## config.mk

```make
export PLATFORM = sky130hd
export DESIGN_NAME = gle_packer
export DESIGN_NICKNAME = d
export VERILOG_FILES = /design/src/sv/gle_pkg.sv /design/src/sv/gle_packer.sv
export SDC_FILE = /design/constraint.sdc
export NUM_CORES = 1
export LEC_CHECK = 0
export BUFFER_PORTS_ARGS = -buffer_cell sky130_fd_sc_hd__buf_4
export CAP_MARGIN = 10
export CORE_ASPECT_RATIO = 0.75
export CORE_MARGIN = 4
export CORE_UTILIZATION = 45
export DETAILED_ROUTE_END_ITERATION = 10
export SLEW_MARGIN = 20
export SYNTH_ARGS = -nofsm -noshare
export SYNTH_HDL_FRONTEND = slang
export SYNTH_SLANG_ARGS = --single-unit
```

## constraint.sdc

```tcl
create_clock -name clk -period 3.55 [get_ports clk]
set_input_delay 0.355 -clock clk [delete_from_list [all_inputs] [get_ports clk]]
set_output_delay 0.355 -clock clk [all_outputs]
set_load 0.02 [all_outputs]
```

## src/sv/gle_pkg.sv

```systemverilog
// Package: types and constants of the GIF LZW encoder
package gle_pkg;

  localparam int HASH_SLOTS_DEF = 8192;
  localparam int CODE_LIMIT_DEF = 4096;
  localparam int HASH_SHIFT     = 19;

  localparam logic [11:0] CLEAR_CODE  = 12'd256;
  localparam logic [11:0] END_CODE    = 12'd257;
  localparam logic [12:0] FIRST_FREE  = 13'd258;
  localparam logic [3:0]  START_WIDTH = 4'd9;
  localparam logic [3:0]  MAX_WIDTH   = 4'd12;
  localparam logic [31:0] HASH_MULT   = 32'd2654435761;

  typedef struct packed {
    logic [7:0] pixel;
    logic       frame_start;
    logic       frame_end;
  } gle_in_t;

  typedef struct packed {
    logic [7:0] out_byte;
    logic       run_last;
    logic       stream_end;
  } gle_out_t;

  typedef struct packed {
    logic        valid;
    logic [11:0] prefix;
    logic [7:0]  suffix;
    logic [11:0] code;
  } gle_entry_t;

  // one code handed to the bit packer
  typedef struct packed {
    logic        valid;
    logic [11:0] code;
    logic [3:0]  width;
    logic        last;
    logic        fin;
  } gle_code_t;

endpackage

```

## src/sv/gle_packer.sv

```systemverilog
// Bit packer: codes in LSB-first, bytes out through an output register
module gle_packer import gle_pkg::*; (
  input  logic      clk,
  input  logic      rst_n,
  input  gle_code_t code_req,
  input  logic      clr,
  output logic      idle,
  output logic      out_valid,
  output gle_out_t  out_data,
  input  logic      out_stall
);

  logic [23:0] buf_r, buf_nxt;
  logic [4:0]  fill_r, fill_nxt;
  logic        pad_r, pad_nxt;
  logic        lastf_r, lastf_nxt;
  logic        endf_r, endf_nxt;
  logic        ov_r, ov_nxt;
  gle_out_t    od_r, od_nxt;

  logic [12:0] mask;
  logic [11:0] masked;
  logic        can_load;
  logic [4:0]  rem;
  logic        is_last;

  assign idle     = (fill_r < 5'd8) && !pad_r;
  assign can_load = !ov_r || !out_stall;
  assign mask     = (13'd1 << code_req.width) - 13'd1;
  assign masked   = code_req.code & mask[11:0];
  assign rem      = fill_r - 5'd8;
  assign is_last  = lastf_r && (rem < 5'd8) && !(endf_r && (rem != 5'd0));

  always_comb begin
    buf_nxt   = buf_r;
    fill_nxt  = fill_r;
    pad_nxt   = pad_r;
    lastf_nxt = lastf_r;
    endf_nxt  = endf_r;
    ov_nxt    = ov_r;
    od_nxt    = od_r;
    if (ov_r && !out_stall) begin
      ov_nxt = 1'b0;
    end
    if (clr) begin
      buf_nxt  = '0;
      fill_nxt = '0;
      pad_nxt  = 1'b0;
    end else if (code_req.valid && idle) begin
      buf_nxt   = buf_r | (24'(masked) << fill_r);
      fill_nxt  = fill_r + 5'(code_req.width);
      lastf_nxt = code_req.last;
      endf_nxt  = code_req.fin;
    end else if (pad_r && can_load) begin
      // zero-padded final byte of the frame
      od_nxt   = '{out_byte: buf_r[7:0], run_last: 1'b1, stream_end: 1'b1};
      ov_nxt   = 1'b1;
      buf_nxt  = '0;
      fill_nxt = '0;
      pad_nxt  = 1'b0;
    end else if ((fill_r >= 5'd8) && can_load) begin
      od_nxt   = '{out_byte: buf_r[7:0], run_last: is_last,
                   stream_end: is_last && endf_r};
      ov_nxt   = 1'b1;
      buf_nxt  = buf_r >> 8;
      fill_nxt = rem;
      if (lastf_r && endf_r && (rem < 5'd8) && (rem != 5'd0)) begin
        pad_nxt = 1'b1;
      end
    end
  end

  always_ff @(posedge clk) begin
    if (!rst_n) begin
      buf_r  <= '0;
      fill_r <= '0;
      pad_r  <= 1'b0;
      ov_r   <= 1'b0;
    end else begin
      buf_r  <= buf_nxt;
      fill_r <= fill_nxt;
      pad_r  <= pad_nxt;
      ov_r   <= ov_nxt;
    end
  end

  always_ff @(posedge clk) begin
    lastf_r <= lastf_nxt;
    endf_r  <= endf_nxt;
    od_r    <= od_nxt;
  end

  assign out_valid = ov_r;
  assign out_data  = od_r;

endmodule

```

==> results of run 1 <==
[metrics by stage]
stage	power [mW]	instances	hold WS, ns	worst slack (ns)
floorplan	0.875	393	0.408	0.861
global placement	1.01	510	0.421	0.649
detailed placement	1.01	510	0.421	0.561
CTS	1.32	518	0.217	0.876
global route	1.39	518	0.211	0.608
finish	1.32	518	0.224	0.825
[layer usage]
| metal | track usage, % | part of all wire [%] |
|---|---|---|
| met5 | 0 | 0 |
| met3 | 6.44 | 9.4 |
| met4 | 5.82 | 0.76 |
| met1 | 34.2 | 48 |
| met2 | 34.6 | 42 |
[critical path, stage by stage]
cell       delay (ns)
buf_4            0.18
nor2_1           0.27
nand3_1          0.12
ha_1             0.39
or4b_1           0.57
a21oi_1          0.20
o21ai_1          0.15
a31oi_1          0.36
o2111ai_1        0.16
a21oi_1          0.19
[state kept, by name (all words and copies together) (netlist names)]
| register | count |
|---|---|
| buf_r | 24 |
| endf_r | 1 |
| fill_r | 5 |
| lastf_r | 1 |
| out_data | 10 |
| out_valid | 1 |
| pad_r | 1 |
[cells by family after synthesis]
family | after synthesis | synth area share, %
AOI/OAI and AO/OA | 158 | 35.4
xor gates and xnor gates | 3 | 0.807
muxes | 12 | 3.69
DFF | 43 | 30.1
buffers and inverters | 35 | 5.68
and+or+nand+nor | 134 | 21.0
adders and majority gates | 8 | 3.30
[synthesized netlist by cell type, drive strengths merged (4+ instances only)]
master,instances,area share [%]
a22oi,6,1.4
dfxtp,31,19
buf,13,3.1
nor2,32,4.0
o211ai,11,2.7
mux2i,12,3.7
nor4,4,0.77
inv,5,0.58
nor2b,4,0.77
nand3,10,1.5
a211oi,6,1.8
edfxtp,12,11
a311oi,5,1.5
a221oi,5,1.5
nand2b,10,1.9
clkbuf,14,1.6
ha,7,2.7
nand2,48,5.6
a22o,5,1.3
a21o,6,1.4
o21ai,38,5.8
o21a,4,0.92
a31oi,4,0.77
a21oi,31,5.1
nor3,6,0.92
[final cells by class]
class	count	area share [%]
clock buffers	7	2.09
multi-input cells	315	57.3
inverters	8	0.822
repair buffers	46	9.46
clock inverters	1	0.137
well taps	98	3.36
flip-flops and latches	43	26.9
[path summary, 6_finish.rpt]
check / startpoint / cells past startpoint / end / slack [ns]
worst max-delay path: code_req[4] / 10 / buf_r[6]$_SDFFE_PP0P_ / 0.83
worst min-delay path: code_req[1] / 1 / lastf_r$_DFFE_PP_ / 0.22
worst max register to register: fill_r[3]$_SDFFE_PP0P_ / 8 / buf_r[12]$_SDFFE_PP0P_ / 0.87
worst min register to register: buf_r[3]$_SDFFE_PP0P_ / 0 / out_data[5]$_DFFE_PP_ / 0.44
[power by group through the flow]
| stage | sequential (mW) | combinational (mW) | clock, mW |
|---|---|---|---|
| 2_1_floorplan | 0.567 | 0.308 | 0 |
| 3_3_place_gp | 0.557 | 0.458 | 0 |
| 3_5_place_dp | 0.557 | 0.457 | 0 |
| 4_1_cts | 0.546 | 0.459 | 0.312 |
| 5_1_grt | 0.549 | 0.504 | 0.335 |
| 6_report | 0.546 | 0.465 | 0.305 |
==> impl_metrics.env, run 1 <==
export IMPL_multi_input_area_um2=2090
export IMPL_grt_start_max_net_pins=30
export IMPL_pin_count=35
export IMPL_n_fill_cell=677
export IMPL_coreArea_um2=6930
export IMPL_yosysSeqAreaShare_pct=30.1
export IMPL_cp_required_ns=3.79
export IMPL_num_vias=3234
export IMPL_regArea_um2=981
export IMPL_pwr_share_comb_pct=35.4
export IMPL_drive_gt1_share_pct=18.6
export IMPL_synth_area_per_cell_um2=8.29
export IMPL_ant_nets=0
export IMPL_ys_async_sr_fraction_pct=0
export IMPL_gr_total_overflow=0
export IMPL_ir_drop_mv=0.181
export IMPL_gp_congestion=0.892
export IMPL_switchingPower_uw=480
export IMPL_rsz0062_at_grt="no"
export IMPL_tns_ns=0
export IMPL_drv_cap=0
export IMPL_dr_pass1_iters=5
export IMPL_fin_util_pct=52.7
export IMPL_fin_worst_skew_ns=0.0139
export IMPL_cts_buffers=5
export IMPL_fin_nets=450
export IMPL_crit_type="in2reg"
export IMPL_die_w_um=106
export IMPL_grtUsageTotal_pct=23.6
export IMPL_endpoint_kind="flip-flop"
export IMPL_place_area_um2=3570
export IMPL_rows=26
export IMPL_yosysWarnings=0
export IMPL_root_buffer="clkbuf_8"
export IMPL_worstSetupStartpointType="primary input"
export IMPL_crit_path_max_fanout=19
export IMPL_fin_crit_ns=2.72
export IMPL_clk_latency_ns=0.30
export IMPL_ys_seq_elements=43
export IMPL_p_per_area_nw_per_um2=361
export IMPL_area_growth_pct=12.1
export IMPL_layout_commonest_cell="nand2_1"
export IMPL_hold_violations=0
export IMPL_grt_pass1_wl_um=16000
export IMPL_setup_violations=0
export IMPL_cts_tree="done"
export IMPL_cts_max_path_buffers=2
export IMPL_drv_slew=0
export IMPL_syn_nets=424
export IMPL_fmax_mhz=367
export IMPL_routed_wl_um=9870
export IMPL_period_share_pct=76.8
export IMPL_clkPwrFrac_pct=23.2
export IMPL_slew_headroom_pct=41.6
export IMPL_hpwl_um=7410
export IMPL_numPortBuffers=34
export IMPL_drt_iter0_drc=362
export IMPL_postSynthCellCount=393
export IMPL_first_global_vias=2982
export IMPL_p_seq_share_pct=41.5
export IMPL_sw_frac_of_total_pct=36.5
export IMPL_synth_cell_types=79
export IMPL_avgRoutedWirePerCell_um=19.0
export IMPL_ctsResizeCount=0
export IMPL_die_area_um2=8680
export IMPL_fin_area_um2=3650
export IMPL_diodes=0
export IMPL_most_common_layout_cells="nand2_1, buf_4, o21ai_0, dfxtp_1, nor2_1"
export IMPL_drcViolationCount=0
export IMPL_p_leak_nw=1.33
export IMPL_start_util_pct=47.0
export IMPL_min_path_type="in2reg"
export IMPL_cts_setup_buffers=0
export IMPL_arrival_ns=2.96
export IMPL_grt_antenna_before_repair=0
export IMPL_worst_slew_pin_slew_ns=0.869
export IMPL_synth_area_um2=3260
export IMPL_cellInternalPower_uw=836
export IMPL_status="complete, no violations"
export IMPL_cts_htree_levels=2
export IMPL_path_clk_slew_ns=0.09
export IMPL_avgViaCountPerCell=6.24
export IMPL_synth_edf_count=12
export IMPL_clkSinkCount=43
export IMPL_synth_main_ff_cell="dfxtp_1"
export IMPL_cts_hold_buf=0
export IMPL_die_h_um=81.7
Note: power is estimated with default switching activity, not from simulation.
==> inputs of run 2 (changes only) <==
==> constraint.sdc (replaced) <==
create_clock -name clk -period 2.85 [get_ports clk]
set_input_delay 0.285 -clock clk [delete_from_list [all_inputs] [get_ports clk]]
set_output_delay 0.285 -clock clk [all_outputs]
set_load 0.02 [all_outputs]
==> run 2 against run 1 <==
  * Cell area is 2.2% higher
  * Register-to-register slack worse by 0.58 ns
  * Setup slack worse by 0.53 ns
  * Power is 26% higher
  * Clock-buffer cell count is 1 lower
  * Clock power is 26% higher
  * Worst hold slack worse by 0.066 ns
  * Critical path depth is 1 lower
  * Via count is 3.7% higher
  * Combinational power is 28% higher
==> impl_metrics.env, run 2 (synthesized netlist as in run 1, its figures left out) <==
export IMPL_p_leak_nw=1.38
export IMPL_ant_nets=0
export IMPL_hp_start="code_req[0]"
export IMPL_cts_max_path_buffers=2
export IMPL_regMostFlops="buf_r"
export IMPL_arrival_ns=2.79
export IMPL_ir_drop_mv=0.225
export IMPL_layout_commonest_cell="buf_4"
export IMPL_slew_headroom_pct=42.5
export IMPL_clkSinkCount=43
export IMPL_fin_area_um2=3730
export IMPL_cts_htree_levels=2
export IMPL_crit_path_max_fanout=12
export IMPL_reg2reg_depth=9
export IMPL_die_w_um=106
export IMPL_start_util_pct=47.0
export IMPL_dr_pass1_iters=5
export IMPL_cts_buffers=5
export IMPL_rrSetupSlack_ns=0.29
export IMPL_drive_gt1_share_pct=20.7
export IMPL_tns_ns=0
export IMPL_crit_top_cell="a21oi_2"
export IMPL_status="complete, no violations"
export IMPL_grtUsageTotal_pct=23.9
export IMPL_drcViolationCount=0
export IMPL_clk_latency_ns=0.30
export IMPL_period_share_pct=89.7
export IMPL_most_common_layout_cells="buf_4, nand2_1, o21ai_0, dfxtp_1, nor2_1"
export IMPL_pin_count=35
export IMPL_drt_iter0_drc=356
export IMPL_gr_total_overflow=0
export IMPL_hold_end="endf_r$_DFFE_PP_"
export IMPL_drv_cap=0
export IMPL_setup_violations=0
export IMPL_ctsResizeCount=0
export IMPL_worst_slew_pin_slew_ns=0.857
export IMPL_max_stage_delay_ns=0.51
export IMPL_holdPathStages=1
export IMPL_min_path_type="in2reg"
export IMPL_worstReg2RegStart="fill_r[4]$_SDFFE_PP0P_"
export IMPL_grt_pass1_wl_um=16400
export IMPL_cts_setup_buffers=0
export IMPL_place_area_um2=3650
export IMPL_r2r_end="buf_r[16]$_SDFFE_PP0P_"
export IMPL_grt_antenna_before_repair=0
export IMPL_fin_crit_ns=2.56
export IMPL_numPortBuffers=34
export IMPL_whs_ns=0.157
export IMPL_avgRoutedWirePerCell_um=18.9
export IMPL_fin_worst_skew_ns=0.00527
export IMPL_worstSetupStartpointType="flip-flop"
export IMPL_cts_hold_buf=0
export IMPL_hold_violations=0
export IMPL_drv_slew=0
export IMPL_cp_required_ns=3.08
export IMPL_rsz0062_at_grt="no"
export IMPL_fin_nets=460
export IMPL_path_clk_slew_ns=0.08
export IMPL_grt_start_max_net_pins=30
export IMPL_crit_chain="inv_1, buf_4, ha_1, and3b_1, a21oi_2, nand2_2, a21oi_2, a22oi_1, a21oi_1"
export IMPL_num_vias=3353
export IMPL_root_buffer="clkbuf_8"
export IMPL_endpoint_kind="flip-flop"
export IMPL_diodes=0
export IMPL_crit_type="reg2reg"
export IMPL_hpwl_um=7670
export IMPL_fmax_mhz=391
export IMPL_largest_register_ffs=24
export IMPL_die_area_um2=8680
export IMPL_first_global_vias=3121
export IMPL_cts_tree="done"
export IMPL_rows=26
export IMPL_area_growth_pct=14.5
export IMPL_coreArea_um2=6930
export IMPL_avgViaCountPerCell=6.35
export IMPL_p_per_area_nw_per_um2=444
export IMPL_routed_wl_um=10000
export IMPL_crit_slowest_cell="a21oi_2"
export IMPL_gp_congestion=0.911
export IMPL_die_h_um=81.7
## run 2: cell types whose count changed in the layout (fill, tap and decap cells not counted)
cell,before,now
clkbuf_1,2,1
clkinvlp_4,0,1
buf_4,46,56
## run 2: final cells by class
class | count | area, um^2
clock buffer | 6 | 72.6
clock inverter | 2 | 12.5
fill | 643 | 3200
inverter | 8 | 30.0
multi-input combinational | 315 | 2090
sequential | 43 | 981
tap | 98 | 123
timing repair buffer | 56 | 420
## run 2: where the power goes
part	internal, mW	total, mW	switching [mW]	leakage (nW)
clock network	0.171	0.383	0.211	0.0412
logic	0.219	0.593	0.374	0.973
registers	0.661	0.681	0.0203	0.365
total	1.05	1.66	0.605	1.38
## run 2: critical path, delay by kind of cell, from the launching register on
family,cells,cell delay [ns]
AO/OA/AOI/OAI,4,1.15
adder cells (fa/ha/maj),1,0.27
buffers and inverters,2,0.23
flip-flops,1,0.34
AND/OR/NAND/NOR,2,0.50
## run 2: how the worst max path moves through the flow
stage / endpoint / from / depth (start not counted)
after floorplan: out_data[0]$_SDFFCE_PP1P_ / fill_r[4]$_SDFFE_PP0P_ / 7
after global placement: buf_r[17]$_SDFFE_PP0P_ / code_req[4] / 11
after detailed placement: buf_r[6]$_SDFFE_PP0P_ / code_req[4] / 11
after CTS: buf_r[16]$_SDFFE_PP0P_ / fill_r[4]$_SDFFE_PP0P_ / 9
after global routing: buf_r[16]$_SDFFE_PP0P_ / fill_r[4]$_SDFFE_PP0P_ / 9
final: buf_r[16]$_SDFFE_PP0P_ / fill_r[4]$_SDFFE_PP0P_ / 9
## run 2: stage by stage
stage               utilization [%]  setup WS, ns  power, mW  instances
finish                         53.8         0.292       1.66        528
global route                   53.8        0.0499       1.74        528
global placement               52.6         0.231       1.28        520
detailed placement             52.6         0.209       1.28        520
CTS                            53.8         0.328       1.65        528
floorplan                         -         0.161       1.09        393
## run 2: per-layer routing
layer  routed length (um)  vias up  global-route usage [%]
met1                 4870     1606                    36.1
met5                    0        -                       0
met3                 1000       10                    5.50
li1                     -     1571                       -
met4                   88        0                    4.79
met2                 4040      166                    34.4
